## config.mk

```make
export PLATFORM = sky130hd
export DESIGN_NAME = touch_sample_filter
export DESIGN_NICKNAME = d
export VERILOG_FILES = /design/src/rtl/core/tsf_pkg.sv /design/src/rtl/core/tsf_front.sv /design/src/rtl/core/tsf_fifo.sv /design/src/rtl/core/tsf_back.sv /design/src/rtl/core/touch_sample_filter.sv
export SDC_FILE = /design/constraint.sdc
export NUM_CORES = 2
export LEC_CHECK = 0
export ABC_CLOCK_PERIOD_IN_PS = 26100
export BUFFER_PORTS_ARGS = -buffer_cell sky130_fd_sc_hd__buf_4
export CORE_MARGIN = 10
export CORE_UTILIZATION = 51
export CTS_CLUSTER_DIAMETER = 30
export DETAILED_ROUTE_END_ITERATION = 6
export PLACE_DENSITY = 0.77
export SLEW_MARGIN = 20
export SYNTH_ARGS = -nofsm -noshare
export SYNTH_HDL_FRONTEND = slang
export SYNTH_SLANG_ARGS = --single-unit
```

## constraint.sdc

```tcl
create_clock -name clk_i -period 26.1 [get_ports clk_i]
set_input_delay 5.22 -clock clk_i [delete_from_list [all_inputs] [get_ports clk_i]]
set_output_delay 5.22 -clock clk_i [all_outputs]
set_load 0.05 [all_outputs]
```

## src/rtl/core/tsf_pkg.sv

```systemverilog
// Shared types, register indexes, status codes and reset values of the touch sample filter.
package tsf_pkg;

  localparam int SAMPLE_W = 12;
  localparam int CFG_IDX_W = 3;
  localparam int CFG_DATA_W = 16;
  localparam int QUEUE_DEPTH = 4;

  // Register indexes on the configuration port.
  localparam logic [CFG_IDX_W-1:0] REG_MIN_VALID = 3'd0;
  localparam logic [CFG_IDX_W-1:0] REG_MATCH_RANGE = 3'd1;
  localparam logic [CFG_IDX_W-1:0] REG_X_OFFSET = 3'd2;
  localparam logic [CFG_IDX_W-1:0] REG_Y_OFFSET = 3'd3;
  localparam logic [CFG_IDX_W-1:0] REG_X_RECIP = 3'd4;
  localparam logic [CFG_IDX_W-1:0] REG_Y_RECIP = 3'd5;
  localparam logic [CFG_IDX_W-1:0] REG_X_EXTENT = 3'd6;
  localparam logic [CFG_IDX_W-1:0] REG_Y_EXTENT = 3'd7;

  // Result status codes.
  localparam logic [1:0] ST_OK = 2'd0;
  localparam logic [1:0] ST_LOW = 2'd1;
  localparam logic [1:0] ST_MISMATCH = 2'd2;

  // Register values after reset.
  localparam logic [11:0] RST_MIN_VALID = 12'd100;
  localparam logic [11:0] RST_MATCH_RANGE = 12'd50;
  localparam logic [11:0] RST_X_OFFSET = 12'd129;
  localparam logic [11:0] RST_Y_OFFSET = 12'd286;
  localparam logic [15:0] RST_X_RECIP = 16'd8792;
  localparam logic [15:0] RST_Y_RECIP = 16'd12868;
  localparam logic [9:0] RST_X_EXTENT = 10'd240;
  localparam logic [9:0] RST_Y_EXTENT = 10'd320;

  typedef struct packed {
    logic [11:0] min_valid;
    logic [11:0] match_range;
    logic [11:0] x_offset;
    logic [11:0] y_offset;
    logic [15:0] x_recip;
    logic [15:0] y_recip;
    logic [9:0] x_extent;
    logic [9:0] y_extent;
  } cfg_t;

  // One classified sample word as it travels from front to back.
  typedef struct packed {
    logic [SAMPLE_W-1:0] sample;
    logic restart;
    logic first;
    logic last;
  } item_t;

endpackage

```

## src/rtl/core/tsf_front.sv

```systemverilog
// Front end: accepts sample words, tracks the slot within a group and tags each word.
module tsf_front #(
  parameter int GROUP_SIZE = 10
) (
  input  logic                           clk_i,
  input  logic                           rst_ni,
  input  logic                           start_i,
  input  logic [tsf_pkg::SAMPLE_W-1:0]   sample_i,
  input  logic                           restart_i,
  input  logic                           full_i,
  output logic                           busy_o,
  output logic                           push_o,
  output tsf_pkg::item_t                 item_o
);
  import tsf_pkg::*;

  localparam int IDX_W = $clog2(GROUP_SIZE);
  localparam logic [IDX_W-1:0] LAST_SLOT = IDX_W'(GROUP_SIZE - 1);

  logic [IDX_W-1:0] slot_q, slot_d;
  logic [IDX_W-1:0] cur_slot;
  logic             is_last;

  // A restart word always opens a new attempt at slot zero.
  assign cur_slot = restart_i ? '0 : slot_q;
  assign is_last = (cur_slot == LAST_SLOT);
  assign busy_o = full_i;
  assign push_o = start_i && !full_i;

  assign item_o.sample = sample_i;
  assign item_o.restart = restart_i;
  assign item_o.first = (cur_slot == '0);
  assign item_o.last = is_last;

  always_comb begin
    slot_d = slot_q;
    if (push_o) begin
      slot_d = is_last ? '0 : cur_slot + 1'b1;
    end
  end

  always_ff @(posedge clk_i or negedge rst_ni) begin
    if (!rst_ni) begin
      slot_q <= '0;
    end else begin
      slot_q <= slot_d;
    end
  end

endmodule

```

## src/rtl/core/tsf_fifo.sv

```systemverilog
// Short queue of classified sample words between the front and back ends.
module tsf_fifo (
  input  logic           clk_i,
  input  logic           rst_ni,
  input  logic           push_i,
  input  tsf_pkg::item_t push_item_i,
  input  logic           pop_i,
  output tsf_pkg::item_t pop_item_o,
  output logic           full_o,
  output logic           empty_o
);
  import tsf_pkg::*;

  localparam int PTR_W = $clog2(QUEUE_DEPTH);
  localparam logic [PTR_W:0] DEPTH_CNT = (PTR_W + 1)'(QUEUE_DEPTH);

  item_t            mem_q [QUEUE_DEPTH];
  logic [PTR_W-1:0] wr_ptr_q, rd_ptr_q;
  logic [PTR_W:0]   count_q;
  logic             do_push, do_pop;

  assign full_o = (count_q == DEPTH_CNT);
  assign empty_o = (count_q == '0);
  assign do_push = push_i && !full_o;
  assign do_pop = pop_i && !empty_o;
  assign pop_item_o = mem_q[rd_ptr_q];

  // Storage words carry no reset.
  always_ff @(posedge clk_i) begin
    if (do_push) begin
      mem_q[wr_ptr_q] <= push_item_i;
    end
  end

  // Pointers and fill count.
  always_ff @(posedge clk_i or negedge rst_ni) begin
    if (!rst_ni) begin
      wr_ptr_q <= '0;
      rd_ptr_q <= '0;
      count_q <= '0;
    end else begin
      if (do_push) begin
        wr_ptr_q <= (wr_ptr_q == PTR_W'(QUEUE_DEPTH - 1)) ? '0 : wr_ptr_q + 1'b1;
      end
      if (do_pop) begin
        rd_ptr_q <= (rd_ptr_q == PTR_W'(QUEUE_DEPTH - 1)) ? '0 : rd_ptr_q + 1'b1;
      end
      if (do_push && !do_pop) begin
        count_q <= count_q + 1'b1;
      end else if (do_pop && !do_push) begin
        count_q <= count_q - 1'b1;
      end
    end
  end

endmodule

```

## src/rtl/core/tsf_back.sv

```systemverilog
// Back end: stores a group, forms the trimmed mean, checks the reads and scales coordinates.
module tsf_back #(
  parameter int GROUP_SIZE    = 10,
  parameter int DROP_EACH_END = 4
) (
  input  logic                 clk_i,
  input  logic                 rst_ni,
  input  tsf_pkg::cfg_t        cfg_i,
  input  tsf_pkg::item_t       item_i,
  input  logic                 empty_i,
  output logic                 pop_o,
  output logic                 done_o,
  output logic [1:0]           status_o,
  output logic [11:0]          x_adc_o,
  output logic [11:0]          y_adc_o,
  output logic signed [11:0]   x_coord_o,
  output logic signed [11:0]   y_coord_o
);
  import tsf_pkg::*;

  localparam int IDX_W = $clog2(GROUP_SIZE);
  localparam int DROP_EFF = (2 * DROP_EACH_END >= GROUP_SIZE) ? (GROUP_SIZE - 1) / 2
                                                              : DROP_EACH_END;
  localparam int KEEP = GROUP_SIZE - 2 * DROP_EFF;
  localparam int SUM_W = SAMPLE_W + $clog2(GROUP_SIZE);
  localparam int KEEP_L = $clog2(KEEP);
  localparam int SH = SUM_W + KEEP_L;
  localparam int MUL_W = SUM_W + 1;
  localparam longint unsigned RECIP_M = ((64'd1 << SH) + 64'(KEEP) - 64'd1) / 64'(KEEP);
  localparam logic [MUL_W-1:0] KEEP_RECIP = MUL_W'(RECIP_M);
  localparam int PROD_W = SUM_W + MUL_W;
  localparam logic [IDX_W-1:0] LAST_IDX = IDX_W'(GROUP_SIZE - 1);
  localparam logic [IDX_W:0] RANK_LO = (IDX_W + 1)'(DROP_EFF);
  localparam logic [IDX_W:0] RANK_HI = (IDX_W + 1)'(GROUP_SIZE - DROP_EFF);

  typedef enum logic [2:0] {
    S_IDLE,
    S_RANK,
    S_MUL,
    S_DECIDE,
    S_XMUL,
    S_XSUB,
    S_YMUL,
    S_YSUB
  } state_e;

  state_e              state_q;
  logic [SAMPLE_W-1:0] store_q [GROUP_SIZE];
  logic [IDX_W-1:0]    wr_idx_q;
  logic [IDX_W-1:0]    rank_idx_q;
  logic [1:0]          phase_q;
  logic [SUM_W-1:0]    sum_q;
  logic [PROD_W-1:0]   prod_q;
  logic [11:0]         first_x_q, first_y_q, round_x_q;
  logic [11:0]         xa_q, ya_q;
  logic [27:0]         cprod_q;
  logic                neg_q;
  logic                done_q;
  logic [1:0]          status_q;
  logic [11:0]         x_adc_q, y_adc_q;
  logic [11:0]         x_coord_q, y_coord_q;

  logic [IDX_W-1:0]    wr_idx;
  logic [SAMPLE_W-1:0] cur;
  logic [GROUP_SIZE-1:0] below;
  logic [IDX_W:0]      rank;
  logic                keep_it;
  logic [11:0]         mean;
  logic                low_fail;
  logic [11:0]         dx, dy;
  logic                close_ok;
  logic [12:0]         xa_sum, ya_sum;
  logic [11:0]         m_adc, m_off;
  logic [15:0]         m_recip;
  logic [11:0]         m_diff;
  logic                m_neg;
  logic [11:0]         cq;
  logic [11:0]         c_ext;
  logic [11:0]         c_val;

  assign pop_o = (state_q == S_IDLE) && !empty_i;
  assign wr_idx = item_i.first ? '0 : wr_idx_q;

  // Stable rank of the entry under test: smaller values, or equal values stored earlier.
  assign cur = store_q[rank_idx_q];
  always_comb begin
    for (int j = 0; j < GROUP_SIZE; j++) begin
      below[j] = (store_q[j] < cur) || ((store_q[j] == cur) && (IDX_W'(j) < rank_idx_q));
    end
  end
  assign rank = (IDX_W + 1)'($countones(below));
  assign keep_it = (rank >= RANK_LO) && (rank < RANK_HI);

  // Mean of the kept values, and the checks on the finished reads.
  assign mean = prod_q[SH +: 12];
  assign low_fail = (round_x_q < cfg_i.min_valid) || (mean < cfg_i.min_valid);
  assign dx = (first_x_q >= round_x_q) ? first_x_q - round_x_q : round_x_q - first_x_q;
  assign dy = (first_y_q >= mean) ? first_y_q - mean : mean - first_y_q;
  assign close_ok = (dx < cfg_i.match_range) && (dy < cfg_i.match_range);
  assign xa_sum = {1'b0, first_x_q} + {1'b0, round_x_q};
  assign ya_sum = {1'b0, first_y_q} + {1'b0, mean};

  // Shared scaling multiplier operands, X first and then Y.
  assign m_adc = (state_q == S_XMUL) ? xa_q : ya_q;
  assign m_off = (state_q == S_XMUL) ? cfg_i.x_offset : cfg_i.y_offset;
  assign m_recip = (state_q == S_XMUL) ? cfg_i.x_recip : cfg_i.y_recip;
  assign m_neg = (m_adc < m_off);
  assign m_diff = m_neg ? m_off - m_adc : m_adc - m_off;

  // Coordinate is the extent minus the scaled value, wrapped to 12 bits.
  assign cq = cprod_q[27:16];
  assign c_ext = (state_q == S_XSUB) ? {2'b00, cfg_i.x_extent} : {2'b00, cfg_i.y_extent};
  assign c_val = neg_q ? c_ext + cq : c_ext - cq;

  // Sample store has no reset; each group writes every entry before it is ranked.
  always_ff @(posedge clk_i) begin
    if (pop_o) begin
      store_q[wr_idx] <= item_i.sample;
    end
  end

  // Sequencer with the registered results.
  always_ff @(posedge clk_i or negedge rst_ni) begin
    if (!rst_ni) begin
      state_q <= S_IDLE;
      wr_idx_q <= '0;
      rank_idx_q <= '0;
      phase_q <= 2'd0;
      sum_q <= '0;
      prod_q <= '0;
      first_x_q <= '0;
      first_y_q <= '0;
      round_x_q <= '0;
      xa_q <= '0;
      ya_q <= '0;
      cprod_q <= '0;
      neg_q <= 1'b0;
      done_q <= 1'b0;
      status_q <= ST_OK;
      x_adc_q <= '0;
      y_adc_q <= '0;
      x_coord_q <= '0;
      y_coord_q <= '0;
    end else begin
      done_q <= 1'b0;
      unique case (state_q)
        S_IDLE: begin
          if (pop_o) begin
            wr_idx_q <= wr_idx + 1'b1;
            if (item_i.restart) begin
              phase_q <= 2'd0;
            end
            if (item_i.last) begin
              rank_idx_q <= '0;
              sum_q <= '0;
              state_q <= S_RANK;
            end
          end
        end
        S_RANK: begin
          if (keep_it) begin
            sum_q <= sum_q + SUM_W'(cur);
          end
          if (rank_idx_q == LAST_IDX) begin
            state_q <= S_MUL;
          end else begin
            rank_idx_q <= rank_idx_q + 1'b1;
          end
        end
        S_MUL: begin
          prod_q <= PROD_W'(sum_q) * PROD_W'(KEEP_RECIP);
          state_q <= S_DECIDE;
        end
        S_DECIDE: begin
          state_q <= S_IDLE;
          if (phase_q == 2'd0 || phase_q == 2'd2) begin
            round_x_q <= mean;
            phase_q <= phase_q + 2'd1;
          end else if (low_fail) begin
            phase_q <= 2'd0;
            done_q <= 1'b1;
            status_q <= ST_LOW;
            x_adc_q <= '0;
            y_adc_q <= '0;
            x_coord_q <= '0;
            y_coord_q <= '0;
          end else if (phase_q == 2'd1) begin
            first_x_q <= round_x_q;
            first_y_q <= mean;
            phase_q <= 2'd2;
          end else if (close_ok) begin
            phase_q <= 2'd0;
            xa_q <= xa_sum[12:1];
            ya_q <= ya_sum[12:1];
            state_q <= S_XMUL;
          end else begin
            phase_q <= 2'd0;
            done_q <= 1'b1;
            status_q <= ST_MISMATCH;
            x_adc_q <= '0;
            y_adc_q <= '0;
            x_coord_q <= '0;
            y_coord_q <= '0;
          end
        end
        S_XMUL, S_YMUL: begin
          cprod_q <= 28'(m_diff) * 28'(m_recip);
          neg_q <= m_neg;
          state_q <= (state_q == S_XMUL) ? S_XSUB : S_YSUB;
        end
        S_XSUB: begin
          x_coord_q <= c_val;
          state_q <= S_YMUL;
        end
        S_YSUB: begin
          y_coord_q <= c_val;
          x_adc_q <= xa_q;
          y_adc_q <= ya_q;
          status_q <= ST_OK;
          done_q <= 1'b1;
          state_q <= S_IDLE;
        end
        default: begin
          state_q <= S_IDLE;
        end
      endcase
    end
  end

  assign done_o = done_q;
  assign status_o = status_q;
  assign x_adc_o = x_adc_q;
  assign y_adc_o = y_adc_q;
  assign x_coord_o = x_coord_q;
  assign y_coord_o = y_coord_q;

endmodule

```

## src/rtl/core/touch_sample_filter.sv

```systemverilog
// Top level of the touch sample filter: registers, front end, queue and back end.
//
//   channel   direction  handshake                     word
//   sample    in         start_i high, busy_o low      sample_i, restart_i
//   result    out        done_o high for one cycle     status_o, x_adc_o, y_adc_o,
//                                                      x_coord_o, y_coord_o
//   config    in         cfg_valid_i and cfg_ready_o   cfg_index_i, cfg_data_i
//
// A sample word is taken whenever the queue has room; busy_o is the queue's full
// flag. The back end pops an ordinary word while idle; on the last word of a group
// it goes through the pop, one rank per cycle, the mean multiply and the decision,
// and at the end of a matching attempt it scales the coordinates on the shared
// multiplier (X multiply, X subtract, Y multiply, Y subtract). After reset the filter
// starts at the first X sample.
// The result port cannot be stalled; each result is shown for exactly one cycle.
module touch_sample_filter #(
  parameter int GROUP_SIZE    = 10,
  parameter int DROP_EACH_END = 4
) (
  input  logic                              clk_i,
  input  logic                              rst_ni,
  input  logic                              start_i,
  output logic                              busy_o,
  input  logic [11:0]                       sample_i,
  input  logic                              restart_i,
  output logic                              done_o,
  output logic [1:0]                        status_o,
  output logic [11:0]                       x_adc_o,
  output logic [11:0]                       y_adc_o,
  output logic signed [11:0]                x_coord_o,
  output logic signed [11:0]                y_coord_o,
  input  logic                              cfg_valid_i,
  output logic                              cfg_ready_o,
  input  logic [tsf_pkg::CFG_IDX_W-1:0]     cfg_index_i,
  input  logic [tsf_pkg::CFG_DATA_W-1:0]    cfg_data_i
);
  import tsf_pkg::*;

  cfg_t  cfg_q;
  item_t push_item, pop_item;
  logic  push, pop, full, empty;

  assign cfg_ready_o = 1'b1;

  // Configuration registers; each write keeps only the register's width.
  always_ff @(posedge clk_i or negedge rst_ni) begin
    if (!rst_ni) begin
      cfg_q.min_valid <= RST_MIN_VALID;
      cfg_q.match_range <= RST_MATCH_RANGE;
      cfg_q.x_offset <= RST_X_OFFSET;
      cfg_q.y_offset <= RST_Y_OFFSET;
      cfg_q.x_recip <= RST_X_RECIP;
      cfg_q.y_recip <= RST_Y_RECIP;
      cfg_q.x_extent <= RST_X_EXTENT;
      cfg_q.y_extent <= RST_Y_EXTENT;
    end else if (cfg_valid_i && cfg_ready_o) begin
      unique case (cfg_index_i)
        REG_MIN_VALID:   cfg_q.min_valid <= cfg_data_i[11:0];
        REG_MATCH_RANGE: cfg_q.match_range <= cfg_data_i[11:0];
        REG_X_OFFSET:    cfg_q.x_offset <= cfg_data_i[11:0];
        REG_Y_OFFSET:    cfg_q.y_offset <= cfg_data_i[11:0];
        REG_X_RECIP:     cfg_q.x_recip <= cfg_data_i;
        REG_Y_RECIP:     cfg_q.y_recip <= cfg_data_i;
        REG_X_EXTENT:    cfg_q.x_extent <= cfg_data_i[9:0];
        REG_Y_EXTENT:    cfg_q.y_extent <= cfg_data_i[9:0];
        default: begin
        end
      endcase
    end
  end

  tsf_front #(
    .GROUP_SIZE(GROUP_SIZE)
  ) u_front (
    .clk_i    (clk_i),
    .rst_ni   (rst_ni),
    .start_i  (start_i),
    .sample_i (sample_i),
    .restart_i(restart_i),
    .full_i   (full),
    .busy_o   (busy_o),
    .push_o   (push),
    .item_o   (push_item)
  );

  tsf_fifo u_fifo (
    .clk_i      (clk_i),
    .rst_ni     (rst_ni),
    .push_i     (push),
    .push_item_i(push_item),
    .pop_i      (pop),
    .pop_item_o (pop_item),
    .full_o     (full),
    .empty_o    (empty)
  );

  tsf_back #(
    .GROUP_SIZE   (GROUP_SIZE),
    .DROP_EACH_END(DROP_EACH_END)
  ) u_back (
    .clk_i    (clk_i),
    .rst_ni   (rst_ni),
    .cfg_i    (cfg_q),
    .item_i   (pop_item),
    .empty_i  (empty),
    .pop_o    (pop),
    .done_o   (done_o),
    .status_o (status_o),
    .x_adc_o  (x_adc_o),
    .y_adc_o  (y_adc_o),
    .x_coord_o(x_coord_o),
    .y_coord_o(y_coord_o)
  );

  // Results are at least a group of samples apart; the check is only that done_o is never high twice in a row.
  a_done_single: assert property (@(posedge clk_i) disable iff (!rst_ni)
    done_o |=> !done_o)
    else $error("result strobe held for two cycles");

  // A failed attempt reports all data fields as zero.
  a_fail_zero: assert property (@(posedge clk_i) disable iff (!rst_ni)
    (done_o && status_o != ST_OK) |->
      (x_adc_o == '0 && y_adc_o == '0 && x_coord_o == '0 && y_coord_o == '0))
    else $error("failed result carries nonzero data");

  // Only defined status codes leave the block.
  a_status_code: assert property (@(posedge clk_i) disable iff (!rst_ni)
    done_o |-> (status_o == ST_OK || status_o == ST_LOW || status_o == ST_MISMATCH))
    else $error("undefined status code");

  // The queue never takes a word while full.
  a_no_overrun: assert property (@(posedge clk_i) disable iff (!rst_ni)
    full |-> !push)
    else $error("sample word pushed into a full queue");

endmodule

```

### Word-level counts from Yosys, hierarchy flattened

Memories as Yosys holds them, arrays and structs flattened.
Index checks and enable logic that the tools add are counted.

| word-level totals | value |
|---|---|
| memories kept | 2 |
| logic and storage cells | 257 |
| register bits after elaboration | 293 |
| RAM bits | 180 |

| operators by class | value |
|---|---|
| reductions and logical operators | 63 |
| eq/ne operators | 40 |
| add/subtract/negate cells | 28 |
| order comparisons | 29 |
| bitwise gates (word level) | 3 |
| multipliers | 1 |
| mux-type cells | 60 |

Memories:

| memory | depth | width | read ports | clocked after Yosys merged registers in | write ports | RTL line | source |
|---|---|---|---|---|---|---|---|
| u_back.store_q | 10 | 12 | 11 | 0 | 1 | tsf_back.sv:48 | `logic [SAMPLE_W-1:0] store_q [GROUP_SIZE];` |
| u_fifo.mem_q | 4 | 15 | 1 | 0 | 1 | tsf_fifo.sv:17 | `item_t mem_q [QUEUE_DEPTH];` |

Operators with widths:

| kind | number |
|---|---|
| $lt A12 B12 Y1 | 15 |
| $eq A12 B12 Y1 | 10 |
| $mux W12 | 10 |
| $pmux W12 S2 | 4 |
| $sub A12 B12 Y12 | 7 |
| $mux W16 | 4 |
| $pmux W16 S2 | 1 |
| $mul A12 B16 Y28 | 1 |
| $eq A3 B3 Y1 const B | 9 |
| $mux W3 | 9 |
| $add A12 B12 Y13 | 2 |
| $ge A12 B12 Y1 | 2 |
| $mux W2 | 12 |
| $mux W4 | 6 |
| $pmux W3 S7 | 1 |
| $add A5 B5 Y5 | 4 |
| $reduce_and A2 Y1 | 10 |
| $reduce_and A4 Y1 | 5 |
| $logic_and A1 B1 Y1 | 18 |
| $add A16 B12 Y16 | 1 |
| $lt A3 B4 Y1 const A | 4 |
| $add A12 B12 Y12 | 1 |
| $add A4 B1 Y4 const B | 3 |
| $eq A3 B2 Y1 const B | 4 |
| 31 further kinds | 81 |

### Logic depth before layout (Yosys ltp)

An unclocked memory read counts as a cell.

| depth | value |
|---|---|
| depth after elaboration | 12 |
| depth in mapped cells | 44 |
| gate-level depth less buffers | 38 |

### By module

From an unflattened synthesis, not the netlist that was laid out.

| second synthesis, totals | value |
|---|---|
| cell total of the unflattened synthesis | 3144 |
| area, all modules | 35748.0 um2 |

By module, submodules not included:

| module | sequential area each (um2) | instances | cells each | area an instance (um2) |
|---|---|---|---|---|
| tsf_back | 9819.4 | 1 | 2765 | 28894.0 |
| touch_sample_filter | 2538.7 | 1 | 221 | 3860.0 |
| tsf_fifo | 1976.9 | 1 | 116 | 2628.8 |
| tsf_front | 100.1 | 1 | 42 | 365.4 |

### Least setup slack after synthesis

Ideal clock, no wire load.

| timing path | value |
|---|---|
| path type | reg2reg |
| from | register u_back.state_q[0] |
| to | register u_back.cprod_q[26] |
| setup time | 131 ps |
| stages on the path, launching flop included | 37 |
| data required time | 25969 ps |
| arrival time | 9116 ps |
| slack | 16852 ps |
| buffers on the path | 4 |
| path through | dfrtp_1 -> inv_1 -> ha_1 -> buf_2 -> nand2_4 -> buf_1 -> buf_1 -> mux2_2 -> ha_1 -> nor2b_2 -> o31ai_4 -> nand3_2 -> a21oi_4 -> buf_6 -> mux2_2 -> a221oi_1 -> o21ai_2 -> xnor2_2 -> nor2_1 -> fa_1 -> fa_1 -> fa_1 -> fa_1 -> inv_1 -> fa_1 -> inv_1 -> ha_1 -> nand3_1 -> nor2_1 -> nand4_1 -> o221a_2 -> and2_1 -> a31oi_1 -> nor2_1 -> a21oi_1 -> nor4b_1 -> or3_1 |

| between the ends | value |
|---|---|
| longest elaborated chain between the ends | 5 |
| elaborated cells on any way between the ends | 11 |
| those cells by class | add/sub (2); mul (1); order compare (1); eq/ne (2); mux (4); reduce/logical (1) |

RTL lines:

| what | RTL line | source |
|---|---|---|
| start: declaration | tsf_back.sv:47 | `state_e state_q;` |
| start signal: assignment | tsf_back.sv:209 | `state_q <= (state_q == S_XMUL) ? S_XSUB : S_YSUB;` |
| $eq A3 B3 Y1 | - |  |
| $mux W12 (on tied branches) | tsf_back.sv:104, tsf_back.sv:105 |  |
| $sub A12 B12 Y12 or $lt A12 B12 Y1 (tied branches) | tsf_back.sv:108, tsf_back.sv:107 |  |
| $mux W12 | tsf_back.sv:108 | `assign m_diff = m_neg ? m_off - m_adc : m_adc - m_off;` |
| $mul A12 B16 Y28 | tsf_back.sv:207 | `cprod_q <= 28'(m_diff) * 28'(m_recip);` |
| end signal: assignment | tsf_back.sv:207 |  |
| end: declaration | tsf_back.sv:56 | `logic [27:0] cprod_q;` |

Parallel ways exist; a longest one is shown, timed or not.
A chain may end at the register's enable or synchronous reset.

### Worst setup path after layout

Same ends and word-level chain as after synthesis.

==> results_dict.tcl <==
set metrics [dict create \
    status "completed" \
    clkSinkCount 525 \
    antenna_found_initial 1 \
    dpl.hpwl_mm 64.88 \
    clk_pin_slew_worst_paths_ns 0.05 \
    die_w_um 284.6 \
    first_pass_iters 6 \
    avgSynthCellArea_sq_um 11.00 \
    worst-path-buf-inv 4 \
    crit_path_start "u_back.state_q[0]$_DFFE_PN0P_" \
    finalHoldViolCount 0 \
    finalSetupViolations 0 \
    clock_latency_ns 0.69 \
    cp_common_cell "fa_1" \
    min_path_type "reg -> reg" \
    drcViolationCount 0 \
    fin_skew_ns 0.07989 \
    cts_tree "done" \
    wire_per_inst_um 20.38 \
    clock.fmax_mhz 97.48 \
    period_needed_ns 10.26 \
    max-slew-margin-rel_pct 19.23 \
    ioPinCount 89 \
    rsz0062_at_grt "false" \
    ys.flop_type "edfxtp_1" \
    synthCells 3246 \
    dieArea_sq_mm 0.08098 \
    place_area_sq_mm 0.03727 \
    hp-start "cfg_q[10]$_DFFE_PN0P_" \
    grt_max_degree 134 \
    finish.utilization_pct 59.36 \
    gr-usage-all-layers_pct 21.87 \
    maxCapViolations 0 \
    row_count 96 \
    r2r-start "u_back.state_q[0]$_DFFE_PN0P_" \
    clock-root-buffer "clkbuf_16" \
    cts_buffers 101 \
    synth_cell_types 89 \
    antenna_cells 0 \
    dr_total_vias 25160 \
    ant_nets 0 \
    area_delta_synth_final_pct 14.65 \
    grt_pass1_wl_mm 143.1 \
    via_per_inst 5.772 \
    hold_ws_ns 0.5038 \
    fin_area_sq_mm 0.04093 \
    gp_congestion 0.9160 \
    worstPathRequired_ns 26.60 \
    worstMarginPinSlew_ns 1.205 \
    synth_nets 3803 \
    grt_overflow 0 \
    port_buffers 87 \
    nNetsFinal 3898 \
    synth_enable_flop_cells 252 \
    drtIter0Drc 2185 \
    start_util_pct 51.78 \
    htree_levels 3 \
    synth_seq_area_share_pct 40.44 \
    drv_slew 0 \
    cts.path.max_buffers 3 \
    async_flop_share_pct 52.00 \
    crit_arrival_ns 10.76 \
    synth_area_sq_mm 0.03570 \
    slowest_stage "xnor2_2" \
    grt_pass1_vias 26010 \
    path_class "reg -> reg" \
    endpoint_kind "register" \
    yosys_warnings 0 \
    cts_setup_buffers 0 \
    finalSetupTns_ns 0 \
    wl_mm 88.84 \
    die_h_um 284.6 \
    timing.critical_path.fanout_max 55 \
    slowest_delay_ns 0.78 \
    start_kind "register" \
    coreArea_sq_mm 0.06895 \
    cpLargestDelayFamily "adder cells" \
    layout-drive-gt1-share_pct 16.63 \
    fin_crit_sh_pct 39.30 \
    ctsResizeCount 0 \
    cts.hold.buffers_added 0 \
    synth.ff_latch_count 525 \
]
[through the flow]
stage | cells | setup WS (ns)
after floorplan | 3246 | 16.85
after global placement | 4168 | 16.20
after detailed placement | 4168 | 15.98
after CTS | 4358 | 15.91
after global routing | 4359 | 15.29
final | 4359 | 15.84
[layout by cell type (no fill, tap or decap), drive strengths merged, types with 7 or more instances in the layout]
| cell type | netlist | layout |
|---|---|---|
| mux2 | 125 | 125 |
| mux4 | 71 | 71 |
| a31oi | 12 | 12 |
| clkinv | 0 | 28 |
| a22o | 12 | 12 |
| ha | 366 | 366 |
| a211oi | 26 | 26 |
| o31ai | 11 | 11 |
| a21o | 77 | 77 |
| nor3 | 53 | 53 |
| o21ai | 201 | 201 |
| bufinv | 0 | 12 |
| nand2b | 41 | 41 |
| xnor2 | 74 | 74 |
| o211ai | 12 | 12 |
| clkbuf | 82 | 113 |
| and2 | 24 | 24 |
| clkinvlp | 0 | 12 |
| fa | 155 | 155 |
| o21a | 25 | 25 |
| buf | 38 | 112 |
| nor3b | 8 | 8 |
| nor2b | 41 | 41 |
| o21bai | 23 | 23 |
| inv | 375 | 400 |
| nand2 | 306 | 306 |
| dfrtp | 244 | 244 |
| dfstp | 29 | 29 |
| xor2 | 24 | 24 |
| nand3 | 23 | 23 |
| edfxtp | 252 | 252 |
| and3 | 7 | 7 |
| nor2 | 209 | 209 |
| nand4 | 45 | 45 |
| a21oi | 124 | 124 |
| mux2i | 40 | 40 |
[registers in the layout (all words and copies together), names as in the netlist, 12 cells and up]
| signal | count |
|---|---|
| u_back.store_q | 192 |
| cfg_q | 100 |
| u_fifo.mem_q | 60 |
| u_back.sum_q | 13 |
| u_back.cprod_q | 12 |
| u_back.first_x_q | 12 |
| u_back.first_y_q | 12 |
| u_back.prod_q | 12 |
| u_back.round_x_q | 12 |
| u_back.x_adc_o | 12 |
| u_back.x_coord_o | 12 |
| u_back.xa_q | 12 |
| u_back.y_adc_o | 12 |
| u_back.y_coord_o | 12 |
| u_back.ya_q | 12 |
[per-layer routing]
layer | track usage (%) | share of wire, % | routed length (um)
met5 | 0 | 0 | 0
met2 | 36.37 | 49 | 43140
met3 | 3.702 | 6.7 | 5958
met1 | 28.62 | 42 | 37100
met4 | 7.422 | 3.0 | 2640
[kinds of logic (layout without fill, tap and decap cells)]
kind of cell,after synthesis,count (layout),share of synthesized area [%]
multiplexers,236,236,9.544
adder cells (fa/ha/maj),521,521,21.52
AND/OR/NAND/NOR,783,783,10.02
flip-flops,525,525,40.44
XOR/XNOR,98,98,2.552
buffers and inverters,495,677,5.380
AO/OA/AOI/OAI,587,587,10.53
other,1,1,0.01050
[worst paths after layout]
check | to | slack [ns] | depth (start not counted)
worst max-delay path | u_back.cprod_q[26]$_DFFE_PN0P_ | 15.84 | 34
worst min-delay path | cfg_q[10]$_DFFE_PN0P_ | 0.50 | 1
worst max register to register | u_back.cprod_q[26]$_DFFE_PN0P_ | 15.84 | 34
worst min register to register | cfg_q[10]$_DFFE_PN0P_ | 0.50 | 1
max in group asynchronous | u_back.rank_idx_q[0]$_DFFE_PN0P_ | 19.78 | 3
min in group asynchronous | u_back.x_coord_o[1]$_DFFE_PN0P_ | 4.48 | 1
[synth_stat cells (23+ instances only)]
master	instances	area, sq um
mux2i_1	40	400.4
nand2b_1	41	256.5
o21ai_0	181	905.9
mux4_2	71	1599
nand4_1	45	281.5
a21o_1	77	578.1
clkbuf_1	81	304.0
a211oi_1	26	195.2
mux2_2	125	1408
dfstp_2	29	762.0
nor2b_1	40	250.2
o21bai_1	23	172.7
nand2_1	305	1145
ha_1	366	4579
fa_1	155	3103
inv_1	375	1408
dfrtp_1	244	6106
nor3_1	52	260.3
nor2_1	208	780.8
xnor2_1	70	613.1
edfxtp_1	252	7567
and2_1	24	150.1
a21oi_1	121	605.6
o21a_1	25	187.7
[cell type report]
| type | count | area, sq um |
|---|---|---|
| Tap cell | 931 | 1165 |
| Multi-Input combinational cell | 2226 | 19420 |
| Timing Repair Buffer | 112 | 868.3 |
| Inverter | 375 | 1408 |
| Clock buffer | 113 | 2613 |
| Clock inverter | 77 | 1010 |
| Sequential cell | 525 | 14440 |
| Fill cell | 5457 | 28020 |
Power is not shown: default switching activity piles up to over one toggle a cycle in this logic, so the estimate is an artifact.
